===== src/hw/rtl/trmfp_pkg.sv =====
// shared types and codes for the token ring mac frame parser
package trmfp_pkg;

    localparam int QueueDepthDefault = 2;

    localparam logic [1:0] KindHeader = 2'd0;
    localparam logic [1:0] KindSub    = 2'd1;
    localparam logic [1:0] KindStop   = 2'd2;

    localparam logic [1:0] StatusOk         = 2'd0;
    localparam logic [1:0] StatusUnknownId  = 2'd1;
    localparam logic [1:0] StatusBadBeacon  = 2'd2;

    typedef struct packed {
        logic [7:0] byte_value;
        logic       frame_start;
    } t_in;

    typedef struct packed {
        logic [1:0]  record_kind;
        logic [15:0] frame_length;
        logic [3:0]  source_class;
        logic [3:0]  dest_class;
        logic [7:0]  major_vector;
        logic        major_known;
        logic [7:0]  subvector_id;
        logic [7:0]  subvector_length;
        logic [47:0] decoded_value;
        logic [1:0]  subvector_status;
        logic        truncated;
        logic        last_of_frame;
    } t_out;

    typedef struct packed {
        logic [1:0]  kind;
        logic [15:0] total_length;
        logic [7:0]  class_byte;
        logic [7:0]  major_code;
        logic [7:0]  sub_id;
        logic [7:0]  sub_length;
        logic [47:0] value_bytes;
        logic [10:0] error_total;
        logic        truncated;
        logic        last;
    } t_cmd;

endpackage


===== src/hw/rtl/trmfp_front.sv =====
// front end: takes frame bytes, tracks header and subvector position, issues requests
module trmfp_front
    import trmfp_pkg::*;
(
    input  logic i_clk,
    input  logic i_rst_n,
    input  logic i_valid,
    output logic o_ready,
    input  t_in  i_in,
    input  logic i_full,
    output logic o_push,
    output t_cmd o_cmd
);

    logic [15:0] r_count, n_count;
    logic [15:0] r_total, n_total;
    logic [7:0]  r_class, n_class;
    logic [7:0]  r_major, n_major;
    logic [7:0]  r_len, n_len;
    logic [7:0]  r_pos, n_pos;
    logic [7:0]  r_id, n_id;
    logic [47:0] r_val, n_val;
    logic [10:0] r_err, n_err;
    logic        r_stopped, n_stopped;

    logic        accept;
    logic        start;
    logic [15:0] c_count;
    logic [15:0] c_total;
    logic [7:0]  c_pos;
    logic        c_stopped;
    logic [7:0]  b;
    logic [7:0]  k;
    logic        last_byte;
    logic        done;
    logic        emit;
    logic [1:0]  kind;
    logic        trunc;
    logic        last;

    assign o_ready = !i_full;
    assign accept  = i_valid && o_ready;
    assign start   = i_in.frame_start;
    assign b       = i_in.byte_value;

    always_comb begin
        c_count   = start ? 16'd0 : r_count;
        c_total   = start ? 16'd0 : r_total;
        c_pos     = start ? 8'd0 : r_pos;
        c_stopped = start ? 1'b0 : r_stopped;
        k         = c_pos - 8'd2;
        last_byte = ({1'b0, c_count} + 17'd1) == {1'b0, c_total};
        n_count   = r_count;
        n_total   = r_total;
        n_class   = r_class;
        n_major   = r_major;
        n_len     = r_len;
        n_pos     = r_pos;
        n_id      = r_id;
        n_val     = r_val;
        n_err     = r_err;
        n_stopped = r_stopped;
        emit      = 1'b0;
        kind      = KindHeader;
        trunc     = 1'b0;
        last      = 1'b0;
        done      = 1'b0;
        if (accept) begin
            if (start) begin
                n_count = 16'd0;
                n_total = 16'd0;
                n_class = 8'd0;
                n_major = 8'd0;
                n_len   = 8'd0;
                n_pos   = 8'd0;
                n_id    = 8'd0;
                n_val   = 48'd0;
                n_err   = 11'd0;
            end
            n_stopped = c_stopped;
            if (!c_stopped) begin
                n_count = c_count + 16'd1;
                if (c_count == 16'd0) begin
                    n_total = {b, 8'd0};
                end else if (c_count == 16'd1) begin
                    n_total = {c_total[15:8], b};
                end else if (c_count == 16'd2) begin
                    n_class = b;
                end else if (c_count == 16'd3) begin
                    n_major = b;
                    emit    = 1'b1;
                    kind    = KindHeader;
                    if (c_total <= 16'd4) begin
                        n_stopped = 1'b1;
                        last      = 1'b1;
                    end
                end else if (c_pos == 8'd0 && b == 8'd0) begin
                    n_len     = 8'd0;
                    n_id      = 8'd0;
                    n_val     = 48'd0;
                    n_err     = 11'd0;
                    n_stopped = 1'b1;
                    emit      = 1'b1;
                    kind      = KindStop;
                    last      = 1'b1;
                end else begin
                    if (c_pos == 8'd0) begin
                        n_len = b;
                        n_id  = 8'd0;
                        n_val = 48'd0;
                        n_err = 11'd0;
                    end else if (c_pos == 8'd1) begin
                        n_id = b;
                    end else begin
                        if (k < 8'd6) begin
                            case (k[2:0])
                                3'd0:    n_val[47:40] = b;
                                3'd1:    n_val[39:32] = b;
                                3'd2:    n_val[31:24] = b;
                                3'd3:    n_val[23:16] = b;
                                3'd4:    n_val[15:8]  = b;
                                default: n_val[7:0]   = b;
                            endcase
                        end
                        if (k < 8'd5) begin
                            n_err = r_err + {3'd0, b};
                        end
                    end
                    done = ({1'b0, c_pos} + 9'd1) >= {1'b0, n_len};
                    if (done || last_byte) begin
                        emit  = 1'b1;
                        kind  = KindSub;
                        trunc = !done;
                        last  = last_byte;
                        n_pos = 8'd0;
                        if (last_byte) begin
                            n_stopped = 1'b1;
                        end
                    end else begin
                        n_pos = c_pos + 8'd1;
                    end
                end
            end
        end
    end

    assign o_push = accept && emit;

    always_comb begin
        o_cmd.kind         = kind;
        o_cmd.total_length = n_total;
        o_cmd.class_byte   = n_class;
        o_cmd.major_code   = n_major;
        o_cmd.sub_id       = n_id;
        o_cmd.sub_length   = n_len;
        o_cmd.value_bytes  = n_val;
        o_cmd.error_total  = n_err;
        o_cmd.truncated    = trunc;
        o_cmd.last         = last;
    end

    always_ff @(posedge i_clk) begin
        if (!i_rst_n) begin
            r_count   <= 16'd0;
            r_total   <= 16'd0;
            r_class   <= 8'd0;
            r_major   <= 8'd0;
            r_len     <= 8'd0;
            r_pos     <= 8'd0;
            r_id      <= 8'd0;
            r_val     <= 48'd0;
            r_err     <= 11'd0;
            r_stopped <= 1'b1;
        end else begin
            r_count   <= n_count;
            r_total   <= n_total;
            r_class   <= n_class;
            r_major   <= n_major;
            r_len     <= n_len;
            r_pos     <= n_pos;
            r_id      <= n_id;
            r_val     <= n_val;
            r_err     <= n_err;
            r_stopped <= n_stopped;
        end
    end

endmodule


===== src/hw/rtl/trmfp_queue.sv =====
// request queue between the front end and the decode stage
module trmfp_queue
    import trmfp_pkg::*;
#(
    parameter int Depth = QueueDepthDefault
) (
    input  logic i_clk,
    input  logic i_rst_n,
    input  logic i_push,
    input  t_cmd i_cmd,
    output logic o_full,
    input  logic i_pop,
    output logic o_valid,
    output t_cmd o_head
);

    localparam int PtrW = $clog2(Depth);
    localparam int CntW = $clog2(Depth + 1);

    t_cmd            r_mem [Depth];
    logic [PtrW-1:0] r_wr, n_wr;
    logic [PtrW-1:0] r_rd, n_rd;
    logic [CntW-1:0] r_count, n_count;

    assign o_full  = r_count == CntW'(Depth);
    assign o_valid = r_count != '0;
    assign o_head  = r_mem[r_rd];

    always_comb begin
        n_wr    = r_wr;
        n_rd    = r_rd;
        n_count = r_count;
        if (i_push) begin
            n_wr = (r_wr == PtrW'(Depth - 1)) ? '0 : r_wr + 1'b1;
        end
        if (i_pop) begin
            n_rd = (r_rd == PtrW'(Depth - 1)) ? '0 : r_rd + 1'b1;
        end
        if (i_push && !i_pop) begin
            n_count = r_count + 1'b1;
        end else if (i_pop && !i_push) begin
            n_count = r_count - 1'b1;
        end
    end

    always_ff @(posedge i_clk) begin
        if (i_push) begin
            r_mem[r_wr] <= i_cmd;
        end
    end

    always_ff @(posedge i_clk) begin
        if (!i_rst_n) begin
            r_wr    <= '0;
            r_rd    <= '0;
            r_count <= '0;
        end else begin
            r_wr    <= n_wr;
            r_rd    <= n_rd;
            r_count <= n_count;
        end
    end

`ifndef SYNTHESIS
    a_count_bound: assert property (@(posedge i_clk) disable iff (!i_rst_n)
        r_count <= CntW'(Depth))
        else $error("queue count beyond depth");
    a_no_overflow: assert property (@(posedge i_clk) disable iff (!i_rst_n)
        i_push |-> !o_full)
        else $error("push into full queue");
    a_no_underflow: assert property (@(posedge i_clk) disable iff (!i_rst_n)
        i_pop |-> o_valid)
        else $error("pop from empty queue");
    a_push_counts: assert property (@(posedge i_clk) disable iff (!i_rst_n)
        (i_push && !i_pop) |=> r_count == $past(r_count) + 1'b1)
        else $error("push not counted");
`endif

endmodule


===== src/hw/rtl/trmfp_back.sv =====
// back end: decodes queued requests into records and holds the output register
module trmfp_back
    import trmfp_pkg::*;
(
    input  logic i_clk,
    input  logic i_rst_n,
    input  logic i_q_valid,
    input  t_cmd i_head,
    output logic o_pop,
    output logic o_valid,
    input  logic i_ready,
    output t_out o_out
);

    localparam logic [7:0] SvBeaconType      = 8'h01;
    localparam logic [7:0] SvUpstreamNbr     = 8'h02;
    localparam logic [7:0] SvLocalRing       = 8'h03;
    localparam logic [7:0] SvAssignDrop      = 8'h04;
    localparam logic [7:0] SvErrTimer        = 8'h05;
    localparam logic [7:0] SvAuthClass       = 8'h06;
    localparam logic [7:0] SvAuthPriority    = 8'h07;
    localparam logic [7:0] SvCorrelator      = 8'h09;
    localparam logic [7:0] SvLastNbrAddr     = 8'h0A;
    localparam logic [7:0] SvDropNumber      = 8'h0B;
    localparam logic [7:0] SvResponseCode    = 8'h20;
    localparam logic [7:0] SvAddrCount       = 8'h21;
    localparam logic [7:0] SvProductId       = 8'h22;
    localparam logic [7:0] SvStationVersion  = 8'h23;
    localparam logic [7:0] SvWrapData        = 8'h26;
    localparam logic [7:0] SvFrameForward    = 8'h27;
    localparam logic [7:0] SvStationStatus   = 8'h29;
    localparam logic [7:0] SvXmitStatus      = 8'h2A;
    localparam logic [7:0] SvGroupAddr       = 8'h2B;
    localparam logic [7:0] SvFuncAddr        = 8'h2C;
    localparam logic [7:0] SvIsoErrors       = 8'h2D;
    localparam logic [7:0] SvNonIsoErrors    = 8'h2E;
    localparam logic [7:0] SvErrorCode       = 8'h30;

    t_out        r_out, n_out;
    logic        r_valid;
    logic [15:0] w16;
    logic [31:0] w32;
    logic [19:0] times_ten;
    logic [47:0] value;
    logic [1:0]  status;
    logic        known;
    logic        is_sub;

    assign w16       = i_head.value_bytes[47:32];
    assign w32       = i_head.value_bytes[47:16];
    assign times_ten = {1'b0, w16, 3'b000} + {3'b000, w16, 1'b0};
    assign is_sub    = i_head.kind == KindSub;
    assign o_pop     = i_q_valid && (!r_valid || i_ready);

    always_comb begin
        value  = 48'd0;
        status = StatusOk;
        unique case (i_head.sub_id) inside
            SvBeaconType: begin
                value = {32'd0, w16};
                if (w16 >= 16'd4) begin
                    status = StatusBadBeacon;
                end
            end
            SvLocalRing, SvAuthClass, SvAuthPriority, SvCorrelator,
            SvAddrCount, SvXmitStatus, SvErrorCode: begin
                value = {32'd0, w16};
            end
            SvAssignDrop, SvDropNumber, SvGroupAddr, SvFuncAddr: begin
                value = {16'd0, w32};
            end
            SvUpstreamNbr, SvLastNbrAddr, SvResponseCode: begin
                value = i_head.value_bytes;
            end
            SvErrTimer: begin
                value = {28'd0, times_ten};
            end
            SvWrapData, SvFrameForward: begin
                value = (i_head.sub_length >= 8'd2)
                      ? {40'd0, i_head.sub_length - 8'd2} : 48'd0;
            end
            SvIsoErrors, SvNonIsoErrors: begin
                value = {37'd0, i_head.error_total};
            end
            SvProductId, SvStationVersion, SvStationStatus: begin
                value = 48'd0;
            end
            default: begin
                status = StatusUnknownId;
            end
        endcase
    end

    always_comb begin
        unique case (i_head.major_code) inside
            8'h00, [8'h02:8'h07], 8'h09, [8'h0B:8'h10], 8'h20, [8'h22:8'h2A]: known = 1'b1;
            default: known = 1'b0;
        endcase
    end

    always_comb begin
        n_out.record_kind      = i_head.kind;
        n_out.frame_length     = i_head.total_length;
        n_out.source_class     = i_head.class_byte[3:0];
        n_out.dest_class       = i_head.class_byte[7:4];
        n_out.major_vector     = i_head.major_code;
        n_out.major_known      = known;
        n_out.subvector_id     = is_sub ? i_head.sub_id : 8'd0;
        n_out.subvector_length = is_sub ? i_head.sub_length : 8'd0;
        n_out.decoded_value    = is_sub ? value : 48'd0;
        n_out.subvector_status = is_sub ? status : StatusOk;
        n_out.truncated        = is_sub && i_head.truncated;
        n_out.last_of_frame    = i_head.last;
    end

    always_ff @(posedge i_clk) begin
        if (o_pop) begin
            r_out <= n_out;
        end
    end

    always_ff @(posedge i_clk) begin
        if (!i_rst_n) begin
            r_valid <= 1'b0;
        end else if (o_pop) begin
            r_valid <= 1'b1;
        end else if (i_ready) begin
            r_valid <= 1'b0;
        end
    end

    assign o_valid = r_valid;
    assign o_out   = r_out;

endmodule


===== src/hw/rtl/token_ring_mac_frame_parser.sv =====
// top level of the token ring mac frame parser
// Takes one MAC frame byte per cycle and returns header, subvector and stop
// records. The front end handles each byte in the cycle it is accepted;
// bytes that finish a record place a request in a small queue, and the decode
// stage turns the head of that queue into a record in the output register.
// Sustained rate is one byte per clock; a record goes through the queue and
// then the output register. The input stalls only when the queue
// (QueueDepth entries, at least 2) is full because the output is not taken.
module token_ring_mac_frame_parser
    import trmfp_pkg::*;
#(
    parameter int QueueDepth = QueueDepthDefault
) (
    input  logic i_clk,
    input  logic i_rst_n,
    input  logic i_in_valid,
    output logic o_in_ready,
    input  t_in  i_in,
    output logic o_out_valid,
    input  logic i_out_ready,
    output t_out o_out
);

    logic full;
    logic push;
    t_cmd cmd;
    logic pop;
    logic q_valid;
    t_cmd head;

    trmfp_front u_front (
        .i_clk   (i_clk),
        .i_rst_n (i_rst_n),
        .i_valid (i_in_valid),
        .o_ready (o_in_ready),
        .i_in    (i_in),
        .i_full  (full),
        .o_push  (push),
        .o_cmd   (cmd)
    );

    trmfp_queue #(
        .Depth (QueueDepth)
    ) u_queue (
        .i_clk   (i_clk),
        .i_rst_n (i_rst_n),
        .i_push  (push),
        .i_cmd   (cmd),
        .o_full  (full),
        .i_pop   (pop),
        .o_valid (q_valid),
        .o_head  (head)
    );

    trmfp_back u_back (
        .i_clk     (i_clk),
        .i_rst_n   (i_rst_n),
        .i_q_valid (q_valid),
        .i_head    (head),
        .o_pop     (pop),
        .o_valid   (o_out_valid),
        .i_ready   (i_out_ready),
        .o_out     (o_out)
    );

endmodule


===== config.mk =====
export PLATFORM = sky130hd
export DESIGN_NAME = token_ring_mac_frame_parser
export DESIGN_NICKNAME = d
export VERILOG_FILES = /design/src/hw/rtl/trmfp_pkg.sv /design/src/hw/rtl/trmfp_front.sv /design/src/hw/rtl/trmfp_queue.sv /design/src/hw/rtl/trmfp_back.sv /design/src/hw/rtl/token_ring_mac_frame_parser.sv
export SDC_FILE = /design/constraint.sdc
export NUM_CORES = 1
export LEC_CHECK = 0
export BUFFER_PORTS_ARGS = -buffer_cell sky130_fd_sc_hd__buf_2
export CAP_MARGIN = 20
export CELL_PAD_IN_SITES_DETAIL_PLACEMENT = 0
export CELL_PAD_IN_SITES_GLOBAL_PLACEMENT = 2
export CORE_MARGIN = 2
export CORE_UTILIZATION = 38
export DETAILED_ROUTE_END_ITERATION = 10
export PLACE_DENSITY_LB_ADDON = 0.12
export SLEW_MARGIN = 10
export SYNTH_ARGS = -nofsm -noshare
export SYNTH_HDL_FRONTEND = slang
export SYNTH_SLANG_ARGS = --single-unit

===== constraint.sdc =====
create_clock -name i_clk -period 6.95 [get_ports i_clk]
set_input_delay 0.3475 -clock i_clk [delete_from_list [all_inputs] [get_ports i_clk]]
set_output_delay 0.3475 -clock i_clk [all_outputs]
set_load 0.05 [all_outputs]

==> results of run 1 <==
## flip-flops by register name, summed over array words and instances, names as in the netlist, named ones only
register / cells
u_back.o_out: 103
u_front.r_stopped: 1
u_front.r_pos: 8
u_queue.r_mem: 222
u_front.r_len: 8
u_queue.r_count: 2
u_back.o_valid: 1
u_queue.r_wr: 1
u_front.r_err: 11
u_front.r_total: 16
u_queue.r_rd: 1
u_front.r_val: 48
u_front.r_major: 8
u_front.r_id: 8
u_front.r_count: 16
u_front.r_class: 8
## cell type report
type                       instances  share of cell area [%]
multi-input combinational       1088                    32.4
tap                              696                    3.68
inverter                          32                   0.507
clock buffer                      67                    5.81
clock inverter                    29                    1.53
sequential                       463                    52.9
timing repair buffer             139                    3.17
## metrics by stage
step / util (%) / worst slack [ns] / total power, W
2_1_floorplan: - / 0.277 / 0.00507
3_3_place_gp: 40.7 / 1.28 / 0.00554
3_5_place_dp: 40.7 / 1.27 / 0.00555
4_1_cts: 43.9 / 1.78 / 0.00834
5_1_grt: 43.9 / 1.43 / 0.00857
6_report: 43.9 / 1.82 / 0.00822
## final timing paths
check,start,end,slack (ns)
worst min register to register,u_queue.r_wr,u_queue.r_wr,0.48
worst max register to register,u_front.r_count[0],u_queue.r_mem[1][93],1.82
worst max-delay path,u_front.r_count[0],u_queue.r_mem[1][93],1.82
worst min-delay path,i_out_ready,u_back.o_valid,0.12
## cell usage in the layout, fill, tap and decap left out, types with 11 or more instances in the layout
master	netlist	final
edfxtp_1	325	325
nor2_1	138	137
dfxtp_1	138	137
buf_2	17	117
and2_1	114	113
a22o_1	94	94
mux2i_1	79	79
nand2_1	69	69
a21oi_1	57	57
o21ai_0	55	55
clkbuf_16	0	51
ha_1	42	42
mux2_2	39	39
o22ai_1	38	38
xnor2_1	36	36
inv_1	32	32
nor3_1	31	31
buf_4	9	22
nand2b_1	20	20
xor2_1	17	17
nand3_1	16	16
nor4_1	15	14
nor3b_1	14	14
nand4_1	14	14
a21o_1	13	13
clkbuf_1	48	12
clkinv_2	0	11
## per-layer routing
layer	global-route usage, %	vias to the layer above
met2	33.1	277
met3	2.51	70
met1	27.2	6790
li1	-	6528
met5	0	-
met4	5.26	0
## worst reg2reg max path, cell delays in order, from the launching register on
cell and delay, ns:
dfxtp_1 0.44, nand2b_1 0.16, inv_1 0.11, ha_1 0.45, nand4_2 0.40, nor3_2 0.36, nand2_1 0.09, a311o_1 0.39
a2111oi_4 0.47, o21ai_4 0.21, a31oi_4 0.30, and2_4 0.76, buf_4 0.61
## power by group through the flow
stage | logic, W | clock network, W | registers, W
global placement | 0.00204 | 0 | 0.00350
finish | 0.00202 | 0.00276 | 0.00344
floorplan | 0.000797 | 0 | 0.00428
detailed placement | 0.00204 | 0 | 0.00350
CTS | 0.00205 | 0.00284 | 0.00345
global route | 0.00215 | 0.00295 | 0.00347
## cells by family after synthesis
group | Yosys count
AOI/OAI and AO/OA | 374
xor gates and xnor gates | 53
adders and majority gates | 44
buffers and inverters | 120
DFF | 463
muxes | 118
and+or+nand+nor | 499
==> impl_metrics.env, run 1 <==
export IMPL_depth_of_the_cts_h_tree=2
export IMPL_worstMarginPinSlew_ns=1.12
export IMPL_synth_mux_area_fraction_pct=5.93
export IMPL_maximum_number_of_pins_on_one_net_before_global_route_repair=66
export IMPL_die_w_um=238
export IMPL_gp_congestion=0.829
export IMPL_postSynth_topFlopCell="edfxtp_1"
export IMPL_bufs_on_longest_clock_path=3
export IMPL_seq_area_mm2=0.0125
export IMPL_ys_seq_area_share_pct=60.4
export IMPL_synthesis_area_mm2=0.0207
export IMPL_routed_length_on_met3_mm=1.92
export IMPL_synth_top_family_by_area="compound AO/OA/AOI/OAI gates"
export IMPL_dr_pass1_iters=5
export IMPL_dpl_wire_length_mm=37.3
export IMPL_io_pin_count=118
export IMPL_power_sequential_fraction_pct=41.8
export IMPL_grt_antenna_before_repair=0
export IMPL_simple_gate_area_share_of_the_yosys_netlist_pct=12.8
export IMPL_power_per_cell_area_mw_per_mm2=347
export IMPL_compound_cell_area_share_of_the_yosys_netlist_pct=13.1
export IMPL_slowest_stage="and2_4"
export IMPL_place_area_mm2=0.0219
export IMPL_std_cell_rows=85
export IMPL_synth_top_cell_area_share_pct=47.1
export IMPL_wire_per_inst_um=22.3
export IMPL_switchingPower_w=0.00280
export IMPL_critical_path_n_buffers_inverters=2
export IMPL_syn_inst_count=1671
export IMPL_holdWs_ns=0.116
export IMPL_ir_worst_vdd_v=0.000223
export IMPL_clkLatencyLatePin_ns=0.61
export IMPL_maxSlewViolCount=0
export IMPL_combined_area_of_the_multi_input_logic_cells_mm2=0.00766
export IMPL_crit_path_end_kind="flop"
export IMPL_hold_viol=0
export IMPL_min_delay_path_class="input port to flop"
export IMPL_grt_pass1_vias=13600
export IMPL_netSwitchingFraction_pct=34.1
export IMPL_max_freq_ghz=0.195
export IMPL_crit_fanout=64
export IMPL_cts_hold_buf=0
export IMPL_drtAntennaViolNets=0
export IMPL_drt_wl_total_mm=56.0
export IMPL_core_region_area_mm2=0.0539
export IMPL_final_min_clock_period_ns=5.13
export IMPL_wl_met2_mm=26.8
export IMPL_cp_top_family="simple AND/OR/NAND/NOR gates"
export IMPL_report_final_setup_viol=0
export IMPL_placed_cells_incl_taps=2418
export IMPL_clock_sinks=463
export IMPL_postSynthAreaPerCell_um2=12.4
export IMPL_post_route_cells_drive_above_1_share_pct=16.1
export IMPL_syn2layout_area_growth_pct=14.1
export IMPL_power_static_leakage_nw=8.15
export IMPL_max_cap_viol_count=0
export IMPL_cts_tree="built"
export IMPL_antennaDiodeCount=0
export IMPL_clkSlewWorstSetupHoldPaths_ns=0.06
export IMPL_synthMostInstantiatedCell="edfxtp_1"
export IMPL_post_synth_most_frequent_cells="edfxtp_1, dfxtp_1, nor2_1, and2_1, a22o_1"
export IMPL_final_min_period_over_clock_period_pct=73.8
export IMPL_detailedRoute_firstIterationViolations=911
export IMPL_synth_cell_type_count=94
export IMPL_finClkSkew_ns=0.0275
export IMPL_cts_root_buffer="clkbuf_16"
export IMPL_viasPerCell=5.44
export IMPL_num_fill_cells=4919
export IMPL_met1_length_mm=26.1
export IMPL_worst_endpoint_arrival_ns=5.38
export IMPL_finish_net_count=1832
export IMPL_maxSlewHeadroom_pct=24.6
export IMPL_die_height_um=238
export IMPL_power_internal_w=0.00542
export IMPL_outcome="finished clean"
export IMPL_grt_first_pass_wirelength_mm=84.8
export IMPL_critPathKind="flop to flop"
export IMPL_leading_post_synthesis_cells_by_cell_area="edfxtp_1, dfxtp_1, a22o_1"
export IMPL_cts_buffers=51
export IMPL_power_combinational_fraction_pct=24.6
export IMPL_yosys_warnings=0
export IMPL_routed_top_layer="met4"
export IMPL_via_count=13700
export IMPL_grt_overflow_total=0
export IMPL_grt_usage_pct=19.8
export IMPL_port_buffers=117
export IMPL_grt_setup_unrepaired="no"
export IMPL_startpoint_type="flop"
export IMPL_reg2reg_depth=12
export IMPL_synthDominantAreaCellType="edfxtp_1"
export IMPL_drc=0
export IMPL_whs_path_depth=4
export IMPL_power_clock_fraction_pct=33.6
export IMPL_fp_dieArea_mm2=0.0565
export IMPL_synth_seq_cells=463
export IMPL_crit_path_max_incr_delay_ns=0.76
export IMPL_number_of_synthesized_flops_with_an_enable_pin=325
export IMPL_synth_adder_area_share_pct=2.73
export IMPL_final_cell_count_no_fill=2514
export IMPL_ys_async_sr_fraction_pct=0
export IMPL_xor_xnor_fraction_of_synth_area_pct=2.24
export IMPL_setup_total_negative_slack_ns=0
export IMPL_post_cts_setup_buffers=0
export IMPL_worstSetupPathDepth=12
export IMPL_mappedNetlistNets=1728
export IMPL_ctsResizeCount=0
export IMPL_initial_core_utilization_pct=38.5
export IMPL_cells_traversed_along_the_worst_timing_path="nand2b_1, inv_1, ha_1, nand4_2, nor3_2, nand2_1, a311o_1, a2111oi_4, o21ai_4, a31oi_4, and2_4, buf_4"
export IMPL_postLayoutCellArea_mm2=0.0237
export IMPL_worstPathRequired_ns=7.19
Note: power is estimated with default switching activity, not from simulation.
==> run 2, diff against run 1 <==
--- a/config.mk
+++ b/config.mk
@@ -5,12 +5,13 @@
 export SDC_FILE = /design/constraint.sdc
 export NUM_CORES = 1
 export LEC_CHECK = 0
+export ABC_AREA = 1
 export BUFFER_PORTS_ARGS = -buffer_cell sky130_fd_sc_hd__buf_2
 export CAP_MARGIN = 20
 export CELL_PAD_IN_SITES_DETAIL_PLACEMENT = 0
 export CELL_PAD_IN_SITES_GLOBAL_PLACEMENT = 2
 export CORE_MARGIN = 2
-export CORE_UTILIZATION = 38
+export CORE_UTILIZATION = 35
 export DETAILED_ROUTE_END_ITERATION = 10
 export PLACE_DENSITY_LB_ADDON = 0.12
 export SLEW_MARGIN = 10
==> constraint.sdc (replaced) <==
create_clock -name i_clk -period 4.34 [get_ports i_clk]
set_input_delay 0.217 -clock i_clk [delete_from_list [all_inputs] [get_ports i_clk]]
set_output_delay 0.217 -clock i_clk [all_outputs]
set_load 0.05 [all_outputs]
==> run 2 against run 1 <==
Sequential cell count is the same. Clock power increased by 72%. Via count rose by 39%. Largest cell class unchanged. Critical endpoint is now u_back.o_out[11].
==> impl_metrics.env, run 2 <==
export IMPL_cts_root_buffer="clkbuf_16"
export IMPL_detailedRoute_firstIterationViolations=1558
export IMPL_initial_core_utilization_pct=35.4
export IMPL_leading_post_synthesis_cells_by_cell_area="edfxtp_1, dfxtp_1, nand2_1"
export IMPL_largest_register_ff_count=222
export IMPL_synth_adder_area_share_pct=2.43
export IMPL_clkLatencyLatePin_ns=0.62
export IMPL_post_synth_most_frequent_cells="nand2_1, edfxtp_1, inv_1, nor2_1, a21oi_1"
export IMPL_power_static_leakage_nw=10.9
export IMPL_dr_pass1_iters=5
export IMPL_worstMarginPinSlew_ns=0.968
export IMPL_syn_inst_count=2711
export IMPL_setup_total_negative_slack_ns=0
export IMPL_synth_top_family_by_area="simple AND/OR/NAND/NOR gates"
export IMPL_io_pin_count=118
export IMPL_cts_tree="built"
export IMPL_bufs_on_longest_clock_path=3
export IMPL_hold_viol=0
export IMPL_simple_gate_area_share_of_the_yosys_netlist_pct=21.9
export IMPL_grt_overflow_total=0
export IMPL_port_buffers=117
export IMPL_cts_hold_buf=2
export IMPL_clkSlewWorstSetupHoldPaths_ns=0.06
export IMPL_postSynth_topFlopCell="edfxtp_1"
export IMPL_max_flop_register="u_queue.r_mem"
export IMPL_synth_top_cell_area_share_pct=41.9
export IMPL_max_freq_ghz=0.261
export IMPL_finish_net_count=2884
export IMPL_report_final_setup_viol=0
export IMPL_mappedNetlistNets=2768
export IMPL_ys_seq_area_share_pct=53.7
export IMPL_synthMostInstantiatedCell="nand2_1"
export IMPL_worst_endpoint_arrival_ns=4.24
export IMPL_synthesis_area_mm2=0.0233
export IMPL_post_route_cells_drive_above_1_share_pct=12.9
export IMPL_final_min_period_over_clock_period_pct=88.2
export IMPL_number_of_synthesized_flops_with_an_enable_pin=325
export IMPL_most_common_layout_cells="nand2_1, edfxtp_1, inv_1"
export IMPL_gp_congestion=0.847
export IMPL_finClkSkew_ns=0.0286
export IMPL_cts_buffers=54
export IMPL_yosys_warnings=0
export IMPL_drtAntennaViolNets=0
export IMPL_finish_utilization_pct=41.2
export IMPL_dpl_wire_length_mm=52.6
export IMPL_clock_sinks=463
export IMPL_min_delay_path_class="input port to flop"
export IMPL_final_min_clock_period_ns=3.83
export IMPL_synth_seq_cells=463
export IMPL_setup_ws_ns=0.513
export IMPL_startpoint_type="flop"
export IMPL_std_cell_rows=94
export IMPL_synth_mux_area_fraction_pct=0.343
export IMPL_fp_dieArea_mm2=0.0687
export IMPL_xor_xnor_fraction_of_synth_area_pct=0.907
export IMPL_grt_first_pass_wirelength_mm=112
export IMPL_worstPathRequired_ns=4.75
export IMPL_depth_of_the_cts_h_tree=2
export IMPL_synthDominantAreaCellType="edfxtp_1"
export IMPL_crit_path_end_kind="flop"
export IMPL_max_cap_viol_count=0
export IMPL_postSynthAreaPerCell_um2=8.60
export IMPL_mostFrequentLayoutCell="nand2_1"
export IMPL_crit_fanout=32
export IMPL_grt_antenna_before_repair=3
export IMPL_core_region_area_mm2=0.0659
export IMPL_grt_usage_pct=21.6
export IMPL_syn2layout_area_growth_pct=16.3
export IMPL_drt_wl_total_mm=74.3
export IMPL_grt_pass1_vias=18000
export IMPL_maxSlewViolCount=0
export IMPL_die_height_um=262
export IMPL_viasPerCell=5.10
export IMPL_maxSlewHeadroom_pct=34.9
export IMPL_outcome="finished clean"
export IMPL_dpl_worst_slack_ns=0.395
export IMPL_power_per_cell_area_mw_per_mm2=658
export IMPL_compound_cell_area_share_of_the_yosys_netlist_pct=14.1
export IMPL_drc=0
export IMPL_die_w_um=262
export IMPL_ctsResizeCount=0
export IMPL_via_count=19100
export IMPL_ys_async_sr_fraction_pct=0
export IMPL_wire_per_inst_um=19.9
export IMPL_maximum_number_of_pins_on_one_net_before_global_route_repair=108
export IMPL_critPathKind="flop to flop"
export IMPL_grt_setup_unrepaired="no"
export IMPL_synth_cell_type_count=59
export IMPL_ir_worst_vdd_v=0.000302
export IMPL_post_cts_setup_buffers=0
-- run 2: changes by cell type after synthesis, sizes merged, moves of 75 or more --
| cell | change |
|---|---|
| inv | +239 |
| a22o | -94 |
| o21ai | +112 |
| nand2 | +589 |
| nand3 | +75 |
| a21oi | +199 |
| nor2 | +126 |
-- run 2: through the flow --
stage	total power, W	instances	instance area [um^2]	hold slack [ns]
floorplan	0.0111	2711	23500	0.426
global placement	0.0132	3633	25200	0.430
detailed placement	0.0132	3633	25200	0.437
CTS	0.0180	3735	27100	0.0167
global route	0.0189	3735	27100	0.0522
finish	0.0178	3739	27100	0.0580
-- run 2: cell type report --
class                           instances  area, um^2
Multi-Input combinational cell       1849        9400
Clock buffer                           61        1410
Clock inverter                         39         464
Fill cell                            6559       38800
Inverter                              277        1060
Tap cell                              864        1080
Timing Repair Buffer                  182        1170
Sequential cell                       463       12500
Antenna cell                            4        10.0
-- run 2: layer usage --
metal | share of wire, % | vias up | global-route usage, % | wire (um)
li1 | - | 9413 | - | -
met1 | 50 | 9086 | 32.7 | 37300
met2 | 42 | 454 | 31.7 | 31200
met3 | 5.0 | 109 | 2.68 | 3730
met4 | 2.8 | 0 | 6.83 | 2090
met5 | 0 | - | 0 | 0
-- run 2: cell families after synthesis --
logic type / after synthesis
AOI/OAI and AO/OA: 575
DFF: 463
and+or+nand+nor: 1201
muxes: 8
buffers and inverters: 399
xor gates and xnor gates: 21
adders and majority gates: 44
-- run 2: path summary, 6_finish.rpt --
path | start | endpoint | slack, ns | cells past startpoint
setup / recovery | flop | u_back.o_out[11] | 0.51 | 12
hold / removal | i_rst_n | u_front.r_class[5] | 0.06 | 3
setup reg to reg | flop | u_back.o_out[11] | 0.51 | 12
hold reg to reg | u_queue.r_rd | flop | 0.45 | 1
-- run 2: critical path, cell delays in order, from the launching register on --
cell and delay, ns:
dfxtp_4 0.35, inv_2 0.44, or2_2 0.21, o21ai_0 0.33
inv_1 0.21, nand2_1 0.16, inv_1 0.08, nand2_1 0.07
nor2_2 0.51, clkinv_1 0.55, o21ai_0 0.33, nor3_1 0.08
a31oi_1 0.30
-- run 2: power by group --
part           switching [W]  internal (W)
clock network        0.00192       0.00283
registers           0.000238       0.00579
logic                0.00535       0.00170
